<file path="config.mk">
export PLATFORM = sky130hd
export DESIGN_NAME = spn_block_cipher16_unit_flat
export DESIGN_NICKNAME = d
export VERILOG_FILES = /design/src/spn_pkg.sv /design/src/spn_chan_if.sv /design/src/spn_keysched.sv /design/src/spn_round.sv /design/src/spn_block_cipher16_unit.sv /design/src/flat_wrapper.sv
export SDC_FILE = /design/constraint.sdc
export NUM_CORES = 1
export LEC_CHECK = 0
export ABC_AREA = 1
export ABC_CLOCK_PERIOD_IN_PS = 13700
export BUFFER_PORTS_ARGS = -buffer_cell sky130_fd_sc_hd__buf_2
export CORE_ASPECT_RATIO = 0.8
export CORE_MARGIN = 1.5
export CORE_UTILIZATION = 30
export DETAILED_ROUTE_END_ITERATION = 10
export GPL_ROUTABILITY_DRIVEN = 1
export GPL_TIMING_DRIVEN = 0
export PLACE_DENSITY = 0.49
export SLEW_MARGIN = 20
export SYNTH_ARGS = -nofsm -noshare
export SYNTH_HDL_FRONTEND = slang
export SYNTH_SLANG_ARGS = --single-unit
</file>
<file path="constraint.sdc">
create_clock -name clk -period 13.7 [get_ports clk]
set_input_delay 2.74 -clock clk [delete_from_list [all_inputs] [get_ports clk]]
set_output_delay 2.74 -clock clk [all_outputs]
set_load 0.005 [all_outputs]
</file>
<file path="src/spn_pkg.sv">
// Shared types, constants and lookup functions of the 16-bit SPN block cipher.
package spn_pkg;

	localparam int BLOCK_W      = 16;
	localparam int NIB_W        = 4;
	localparam int SBOX_COUNT   = 4;
	localparam int ROUNDS_W     = 4;
	// subkey index runs up to round_count + 1, so one bit more than a round count
	localparam int IDX_W        = ROUNDS_W + 1;
	localparam int KEY_W        = 16;
	localparam int KEY_WIDTH_DEF = 16;

	localparam int CFG_INDEX_W = 1;
	localparam int CFG_DATA_W  = 16;

	localparam logic [CFG_INDEX_W-1:0] CFG_CIPHER_KEY  = 1'd0;
	localparam logic [CFG_INDEX_W-1:0] CFG_ROUND_COUNT = 1'd1;

	localparam logic [ROUNDS_W-1:0] ROUND_COUNT_RST = 4'd4;

	typedef enum logic {
		ST_IDLE,
		ST_RUN
	} spn_state_t;

	typedef enum logic [1:0] {
		OP_XOR,
		OP_ENC,
		OP_DEC
	} spn_op_t;

	typedef struct packed {
		spn_op_t op;
		logic    perm;
	} spn_round_ctrl_t;

	function automatic logic [NIB_W-1:0] sbox_fwd(input logic [NIB_W-1:0] x);
		logic [NIB_W-1:0] y;
		case (x)
			4'h0: y = 4'hE;
			4'h1: y = 4'h4;
			4'h2: y = 4'hD;
			4'h3: y = 4'h1;
			4'h4: y = 4'h2;
			4'h5: y = 4'hF;
			4'h6: y = 4'hB;
			4'h7: y = 4'h8;
			4'h8: y = 4'h3;
			4'h9: y = 4'hA;
			4'hA: y = 4'h6;
			4'hB: y = 4'hC;
			4'hC: y = 4'h5;
			4'hD: y = 4'h9;
			4'hE: y = 4'h0;
			4'hF: y = 4'h7;
			default: y = 4'h0;
		endcase
		return y;
	endfunction

	function automatic logic [NIB_W-1:0] sbox_inv(input logic [NIB_W-1:0] x);
		logic [NIB_W-1:0] y;
		case (x)
			4'h0: y = 4'hE;
			4'h1: y = 4'h3;
			4'h2: y = 4'h4;
			4'h3: y = 4'h8;
			4'h4: y = 4'h1;
			4'h5: y = 4'hC;
			4'h6: y = 4'hA;
			4'h7: y = 4'hF;
			4'h8: y = 4'h7;
			4'h9: y = 4'hD;
			4'hA: y = 4'h9;
			4'hB: y = 4'h6;
			4'hC: y = 4'hB;
			4'hD: y = 4'h2;
			4'hE: y = 4'h0;
			4'hF: y = 4'h5;
			default: y = 4'h0;
		endcase
		return y;
	endfunction

	function automatic logic [BLOCK_W-1:0] substitute(input logic [BLOCK_W-1:0] b,
			input logic inverse);
		logic [BLOCK_W-1:0] r;
		r = '0;
		for (int i = 0; i < SBOX_COUNT; i++) begin
			if (inverse) begin
				r[i*NIB_W +: NIB_W] = sbox_inv(b[i*NIB_W +: NIB_W]);
			end else begin
				r[i*NIB_W +: NIB_W] = sbox_fwd(b[i*NIB_W +: NIB_W]);
			end
		end
		return r;
	endfunction

	// 4x4 transpose of the bit matrix; its own inverse
	function automatic logic [BLOCK_W-1:0] permute(input logic [BLOCK_W-1:0] b);
		logic [BLOCK_W-1:0] r;
		r = '0;
		for (int i = 0; i < BLOCK_W; i++) begin
			r[NIB_W*(i % NIB_W) + i / NIB_W] = b[i];
		end
		return r;
	endfunction

endpackage

</file>
<file path="src/spn_chan_if.sv">
// Valid/ready channels for request and result words of the SPN cipher.
interface spn_req_if;
	logic                         valid;
	logic                         ready;
	logic                         req_type;
	logic [spn_pkg::BLOCK_W-1:0]  block_in;

	modport source (output valid, output req_type, output block_in, input ready);
	modport sink (input valid, input req_type, input block_in, output ready);
endinterface

interface spn_rsp_if;
	logic                         valid;
	logic                         ready;
	logic [spn_pkg::BLOCK_W-1:0]  block_out;

	modport source (output valid, output block_out, input ready);
	modport sink (input valid, input block_out, output ready);
endinterface

</file>
<file path="src/spn_keysched.sv">
// Round subkey generator: rotates the key by the accumulated 1,2,1,2... schedule.
module spn_keysched #(
	parameter int KEY_WIDTH = spn_pkg::KEY_WIDTH_DEF
) (
	input  logic [spn_pkg::KEY_W-1:0]   key,
	input  logic [spn_pkg::IDX_W-1:0]   idx,
	output logic [spn_pkg::BLOCK_W-1:0] subkey
);

	localparam int RW    = $clog2(KEY_WIDTH);
	localparam int TOT_W = RW + 1;

	logic [TOT_W-1:0]       total;
	logic [TOT_W-1:0]       wrapped;
	logic [RW-1:0]          amt;
	logic [KEY_WIDTH-1:0]   key_ext;
	logic [2*KEY_WIDTH-1:0] doubled;

	// total stays below twice the key width, so one subtract wraps it
	assign total   = TOT_W'(idx) + TOT_W'(idx >> 1);
	assign wrapped = (total >= TOT_W'(KEY_WIDTH)) ? total - TOT_W'(KEY_WIDTH) : total;
	assign amt     = wrapped[RW-1:0];

	assign key_ext = KEY_WIDTH'(key);
	assign doubled = {key_ext, key_ext} << amt;
	assign subkey  = doubled[KEY_WIDTH +: spn_pkg::BLOCK_W];

endmodule

</file>
<file path="src/spn_round.sv">
// Shared round unit: key mix, forward or inverse substitution and transpose.
module spn_round (
	input  logic [spn_pkg::BLOCK_W-1:0] blk,
	input  logic [spn_pkg::BLOCK_W-1:0] subkey,
	input  spn_pkg::spn_round_ctrl_t    ctrl,
	output logic [spn_pkg::BLOCK_W-1:0] result
);

	logic [spn_pkg::BLOCK_W-1:0] enc_sub;
	logic [spn_pkg::BLOCK_W-1:0] dec_in;

	assign enc_sub = spn_pkg::substitute(blk ^ subkey, 1'b0);
	assign dec_in  = ctrl.perm ? spn_pkg::permute(blk) : blk;

	always_comb begin
		case (ctrl.op)
			spn_pkg::OP_XOR: result = blk ^ subkey;
			spn_pkg::OP_ENC: result = ctrl.perm ? spn_pkg::permute(enc_sub) : enc_sub;
			spn_pkg::OP_DEC: result = spn_pkg::substitute(dec_in, 1'b1) ^ subkey;
			default:         result = blk;
		endcase
	end

endmodule

</file>
<file path="src/spn_block_cipher16_unit.sv">
// Top level of the 16-bit SPN block cipher: sequencer, registers and channels.
// One request word (req_type 0 encrypts, 1 decrypts) is taken while the unit is idle and then
// runs through a single shared round unit, one step per cycle except that the last step is
// held while the output register is still full: round_count rounds plus one key-mix step.
// The unit is busy until its last step, so no new request is taken before then. The result
// word sits in an output register, so the next request is taken while it waits to be read.
// The subkey of each step is the key rotated within KEY_WIDTH bits, produced alongside the
// round. cipher_key and round_count are to be written through the config port only while
// no request is in flight; the user is bound to this and the block itself does not enforce it.
module spn_block_cipher16_unit #(
	parameter int KEY_WIDTH = spn_pkg::KEY_WIDTH_DEF
) (
	input  logic                             clk,
	input  logic                             arst_n,
	input  logic                             cfg_we,
	input  logic [spn_pkg::CFG_INDEX_W-1:0]  cfg_index,
	input  logic [spn_pkg::CFG_DATA_W-1:0]   cfg_data,
	spn_req_if.sink                          req,
	spn_rsp_if.source                        rsp
);

	spn_pkg::spn_state_t state_q, state_d;

	logic [spn_pkg::KEY_W-1:0]    key_q;
	logic [spn_pkg::ROUNDS_W-1:0] rounds_q;
	logic [spn_pkg::ROUNDS_W-1:0] step_q;
	logic                         dec_q;
	logic [spn_pkg::BLOCK_W-1:0]  blk_q;
	logic [spn_pkg::BLOCK_W-1:0]  out_q;
	logic                         out_valid_q;

	logic                          load;
	logic                          advance;
	logic                          finish;
	logic                          last;
	logic                          out_free;
	logic [spn_pkg::IDX_W-1:0]     idx;
	logic [spn_pkg::IDX_W-1:0]     rounds_p1;
	logic [spn_pkg::IDX_W-1:0]     step_p1;
	spn_pkg::spn_round_ctrl_t      ctrl;
	logic [spn_pkg::BLOCK_W-1:0]   subkey;
	logic [spn_pkg::BLOCK_W-1:0]   round_res;

	spn_keysched #(
		.KEY_WIDTH (KEY_WIDTH)
	) u_keysched (
		.key    (key_q),
		.idx    (idx),
		.subkey (subkey)
	);

	spn_round u_round (
		.blk    (blk_q),
		.subkey (subkey),
		.ctrl   (ctrl),
		.result (round_res)
	);

	assign last      = (step_q == rounds_q);
	assign out_free  = !out_valid_q || rsp.ready;
	assign rounds_p1 = spn_pkg::IDX_W'(rounds_q) + 1'b1;
	assign step_p1   = spn_pkg::IDX_W'(step_q) + 1'b1;

	// encrypt: rounds 1..R then the final key; decrypt: final key first, rounds R..1
	always_comb begin
		if (!dec_q) begin
			idx       = step_p1;
			ctrl.op   = last ? spn_pkg::OP_XOR : spn_pkg::OP_ENC;
			ctrl.perm = step_p1 < rounds_p1 - 1'b1;
		end else if (step_q == '0) begin
			idx       = rounds_p1;
			ctrl.op   = spn_pkg::OP_XOR;
			ctrl.perm = 1'b0;
		end else begin
			idx       = rounds_p1 - spn_pkg::IDX_W'(step_q);
			ctrl.op   = spn_pkg::OP_DEC;
			ctrl.perm = step_q > spn_pkg::ROUNDS_W'(1);
		end
	end

	always_ff @(posedge clk or negedge arst_n) begin
		if (!arst_n) begin
			state_q <= spn_pkg::ST_IDLE;
		end else begin
			state_q <= state_d;
		end
	end

	always_comb begin
		state_d   = state_q;
		load      = 1'b0;
		advance   = 1'b0;
		finish    = 1'b0;
		req.ready = 1'b0;
		case (state_q)
			spn_pkg::ST_IDLE: begin
				req.ready = 1'b1;
				if (req.valid) begin
					load    = 1'b1;
					state_d = spn_pkg::ST_RUN;
				end
			end
			spn_pkg::ST_RUN: begin
				if (!last) begin
					advance = 1'b1;
				end else if (out_free) begin
					// hold the last step until the output register can take the word
					finish  = 1'b1;
					state_d = spn_pkg::ST_IDLE;
				end
			end
			default: begin
				state_d = spn_pkg::ST_IDLE;
			end
		endcase
	end

	always_ff @(posedge clk or negedge arst_n) begin
		if (!arst_n) begin
			key_q    <= '0;
			rounds_q <= spn_pkg::ROUND_COUNT_RST;
		end else if (cfg_we) begin
			case (cfg_index)
				spn_pkg::CFG_CIPHER_KEY:  key_q    <= cfg_data[spn_pkg::KEY_W-1:0];
				spn_pkg::CFG_ROUND_COUNT: rounds_q <= cfg_data[spn_pkg::ROUNDS_W-1:0];
				default: ;
			endcase
		end
	end

	always_ff @(posedge clk or negedge arst_n) begin
		if (!arst_n) begin
			step_q <= '0;
		end else if (load) begin
			step_q <= '0;
		end else if (advance) begin
			step_q <= step_q + 1'b1;
		end
	end

	always_ff @(posedge clk) begin
		if (load) begin
			dec_q <= req.req_type;
			blk_q <= req.block_in;
		end else if (advance) begin
			blk_q <= round_res;
		end
	end

	always_ff @(posedge clk or negedge arst_n) begin
		if (!arst_n) begin
			out_valid_q <= 1'b0;
		end else if (finish) begin
			out_valid_q <= 1'b1;
		end else if (rsp.ready) begin
			out_valid_q <= 1'b0;
		end
	end

	always_ff @(posedge clk) begin
		if (finish) begin
			out_q <= round_res;
		end
	end

	assign rsp.valid     = out_valid_q;
	assign rsp.block_out = out_q;

endmodule
</file>
<file path="src/flat_wrapper.sv">
// flat-port wrapper written by rule: the top's interface ports become plain ports
module spn_block_cipher16_unit_flat 
#(
	parameter int KEY_WIDTH = spn_pkg::KEY_WIDTH_DEF
)
  (clk, arst_n, cfg_we, cfg_index, cfg_data, req_valid, req_req_type, req_block_in, req_ready, rsp_valid, rsp_block_out, rsp_ready);
  spn_req_if req_i ();
  spn_rsp_if rsp_i ();
  input  logic clk;
  input  logic arst_n;
  input  logic cfg_we;
  input  logic [spn_pkg::CFG_INDEX_W-1:0] cfg_index;
  input  logic [spn_pkg::CFG_DATA_W-1:0] cfg_data;
  input wire logic [$bits(req_i.valid)-1:0] req_valid;
  input wire logic [$bits(req_i.req_type)-1:0] req_req_type;
  input wire logic [$bits(req_i.block_in)-1:0] req_block_in;
  output wire logic [$bits(req_i.ready)-1:0] req_ready;
  output wire logic [$bits(rsp_i.valid)-1:0] rsp_valid;
  output wire logic [$bits(rsp_i.block_out)-1:0] rsp_block_out;
  input wire logic [$bits(rsp_i.ready)-1:0] rsp_ready;
  assign req_i.valid = req_valid;
  assign req_i.req_type = req_req_type;
  assign req_i.block_in = req_block_in;
  assign req_ready = req_i.ready;
  assign rsp_valid = rsp_i.valid;
  assign rsp_block_out = rsp_i.block_out;
  assign rsp_i.ready = rsp_ready;
  spn_block_cipher16_unit #(.KEY_WIDTH(KEY_WIDTH)) u_core (.clk(clk), .arst_n(arst_n), .cfg_we(cfg_we), .cfg_index(cfg_index), .cfg_data(cfg_data), .req(req_i), .rsp(rsp_i));
endmodule
</file>
==> flow_metrics.tcl <==
set metrics [dict create \
    dieArea_mm2 0.0225 \
    drive_gt1_share_pct 14.4 \
    cpPeakStageDelay_ps 620 \
    cts_buffers 9 \
    synth_nets 1118 \
    synth-seq-cells 59 \
    wirelength_mm 19.7 \
    antenna_found_initial 0 \
    tightest_slew_ps 1020 \
    whs_ps 516 \
    seqCellArea_mm2 0.00164 \
    post_cts_buffers 0 \
    synthTopCellsByArea "nand2_1 (20%), edfxtp_1 (15%), nand3_1 (10%), dfrtp_1 (9.7%), inv_1 (7.9%)" \
    critPathRequiredTime_ps 13790 \
    ctsHoldBuffers 0 \
    dp_hpwl_mm 15.7 \
    skew_ps 9.89 \
    fin_crit_sh_pct 41.5 \
    die_width_um 167 \
    htreeDepth 3 \
    fill_cells 2327 \
    setup_viol 0 \
    placementRows 47 \
    syn-instance-count 1038 \
    layout.nets 1186 \
    synth_top_area_share_pct 20.4 \
    clk_path_buf_depth 2 \
    hold_viol_final 0 \
    cts_resized 0 \
    final_cell_mix "nand2_1 (351), inv_1 (137), nand3_1 (133)" \
    die_h_um 134 \
    critPathCaptureType "flip-flop" \
    relSlewSlack_pct 31.8 \
    fin_tns_setup_ps 0 \
    synth_ff_type "edfxtp_1" \
    status "finished clean" \
    clock-sinks 59 \
    grt_pass1_vias 6126 \
    cp_slowest_cell "fa_1" \
    utilization_pct 35.2 \
    tritoncts "built" \
    detail-route-antenna-nets 0 \
    gp_congestion 0.879 \
    final_common_cell "nand2_1" \
    viasPerCell 4.82 \
    multi_input_area_mm2 0.00409 \
    yosys.area.top_type "nand2_1" \
    drtPass1Iterations 5 \
    drtIter0Drc 527 \
    max_freq_mhz 176 \
    core_area_mm2 0.0209 \
    yosysUniqueCellTypes 47 \
    ioPinCount 57 \
    antenna_cells 0 \
    rsz0062_at_grt "false" \
    clk_pin_slew_ps 50 \
    path_delay_family "simple AND/OR/NAND/NOR gates" \
    grt_max_degree 27 \
    avgSynthCellArea_um2 6.24 \
    crit_buf_inv 7 \
    crit_path_start_kind "flip-flop" \
    yosysSeqAreaShare_pct 25.4 \
    hp-class "reg -> reg" \
    synth-edff-count 33 \
    crit_fanout 10 \
    cap_violations 0 \
    start_util_pct 30.9 \
    drv_slew 0 \
    period_needed_ps 5690 \
    io_buffer_count 56 \
    grt_usage_pct 18.4 \
    clockRootBuffer "clkbuf_16" \
    vias 6646 \
    grt_first_pass_wirelength_mm 32.5 \
    cpMostUsedCell "nand2_1" \
    grt-ovfl-total 0 \
    syn_area_mm2 0.00647 \
    insertion_delay_ps 350 \
    wire_per_inst_um 14.3 \
    cp_data_arrival_time_ps 5780 \
    syn_to_final_growth_pct 14.0 \
    async_reset_ff_share_pct 44.1 \
    drcViolationCount 0 \
    worstSetupPathType "reg -> reg" \
    yosys_warnings 0 \
]
per-stage QoR:
step	setup slack [ps]	area, um2	cells
2_1_floorplan	9020	6470	1038
5_1_grt	7370	7380	1380
4_1_cts	7960	7380	1380
3_3_place_gp	7990	7090	1363
6_report	8010	7380	1380
3_5_place_dp	8000	7100	1364
cell families after synthesis:
logic type                 count (synthesis)  synth area share (%)
buffers and inverters                    181                  11.5
DFF                                       59                  25.4
AOI/OAI and AO/OA                        150                  12.9
and+or+nand+nor                          599                  41.0
adders and majority gates                 41                  8.04
xor gates and xnor gates                   8                  1.20
worst min-delay path, delay by kind of cell, from the launching register on:
kind | cells | cell delay, ps
DFF | 1 | 360
AOI/OAI and AO/OA | 1 | 60
and+or+nand+nor | 1 | 60
worst paths after layout:
kind,slack (ps),endpoint,cells after the start,from
worst max-delay path,8010,u_core.blk_q[9],30,u_core.rounds_q[0]
worst min-delay path,520,u_core.key_q[3],2,u_core.key_q[3]
worst max register to register,8010,u_core.blk_q[9],30,u_core.rounds_q[0]
worst min register to register,520,u_core.key_q[3],2,u_core.key_q[3]
max in group asynchronous,10850,u_core.key_q[11],1,arst_n
min in group asynchronous,2420,u_core.step_q[3],1,arst_n
cell type report:
cell class,instances,share of cell area [%]
Inverter,154,7.87
Timing Repair Buffer,57,3.95
Clock inverter,4,0.221
Clock buffer,12,3.48
Sequential cell,59,22.3
Buffer,27,2.22
Multi-Input combinational cell,798,55.4
Tap cell,269,4.56
cell usage after synthesis (all sizes together) (2+ instances only):
master / number
ha: 40
nor2: 59
o21a: 7
a31oi: 2
dfrtp: 25
or2: 4
edfxtp: 33
o211ai: 5
nand3: 139
xor2: 6
nand2: 388
a221oi: 2
xnor2: 2
o22ai: 8
a21oi: 34
o21ai: 87
clkbuf: 9
nand3b: 5
inv: 153
buf: 18
nand4: 3
metal layers:
metal | track usage, % | vias to the layer above | part of all wire, %
li1 | - | 3479 | -
met1 | 28.0 | 3013 | 54
met2 | 27.8 | 145 | 41
met3 | 2.66 | 9 | 4.9
met4 | 3.00 | 0 | 0.58
met5 | 0 | - | 0
flip-flops by register name (all words and copies together) (netlist names):
register              count
u_core.blk_q             16
u_core.key_q             16
u_core.rsp.block_out     16
u_core.rounds_q           4
u_core.step_q             4
u_core.dec_q              1
u_core.rsp.valid          1
u_core.state_q            1
Power is left out: the tool's default activity adds up to more than one toggle a clock period on the data nets, which glitch-free logic cannot reach.
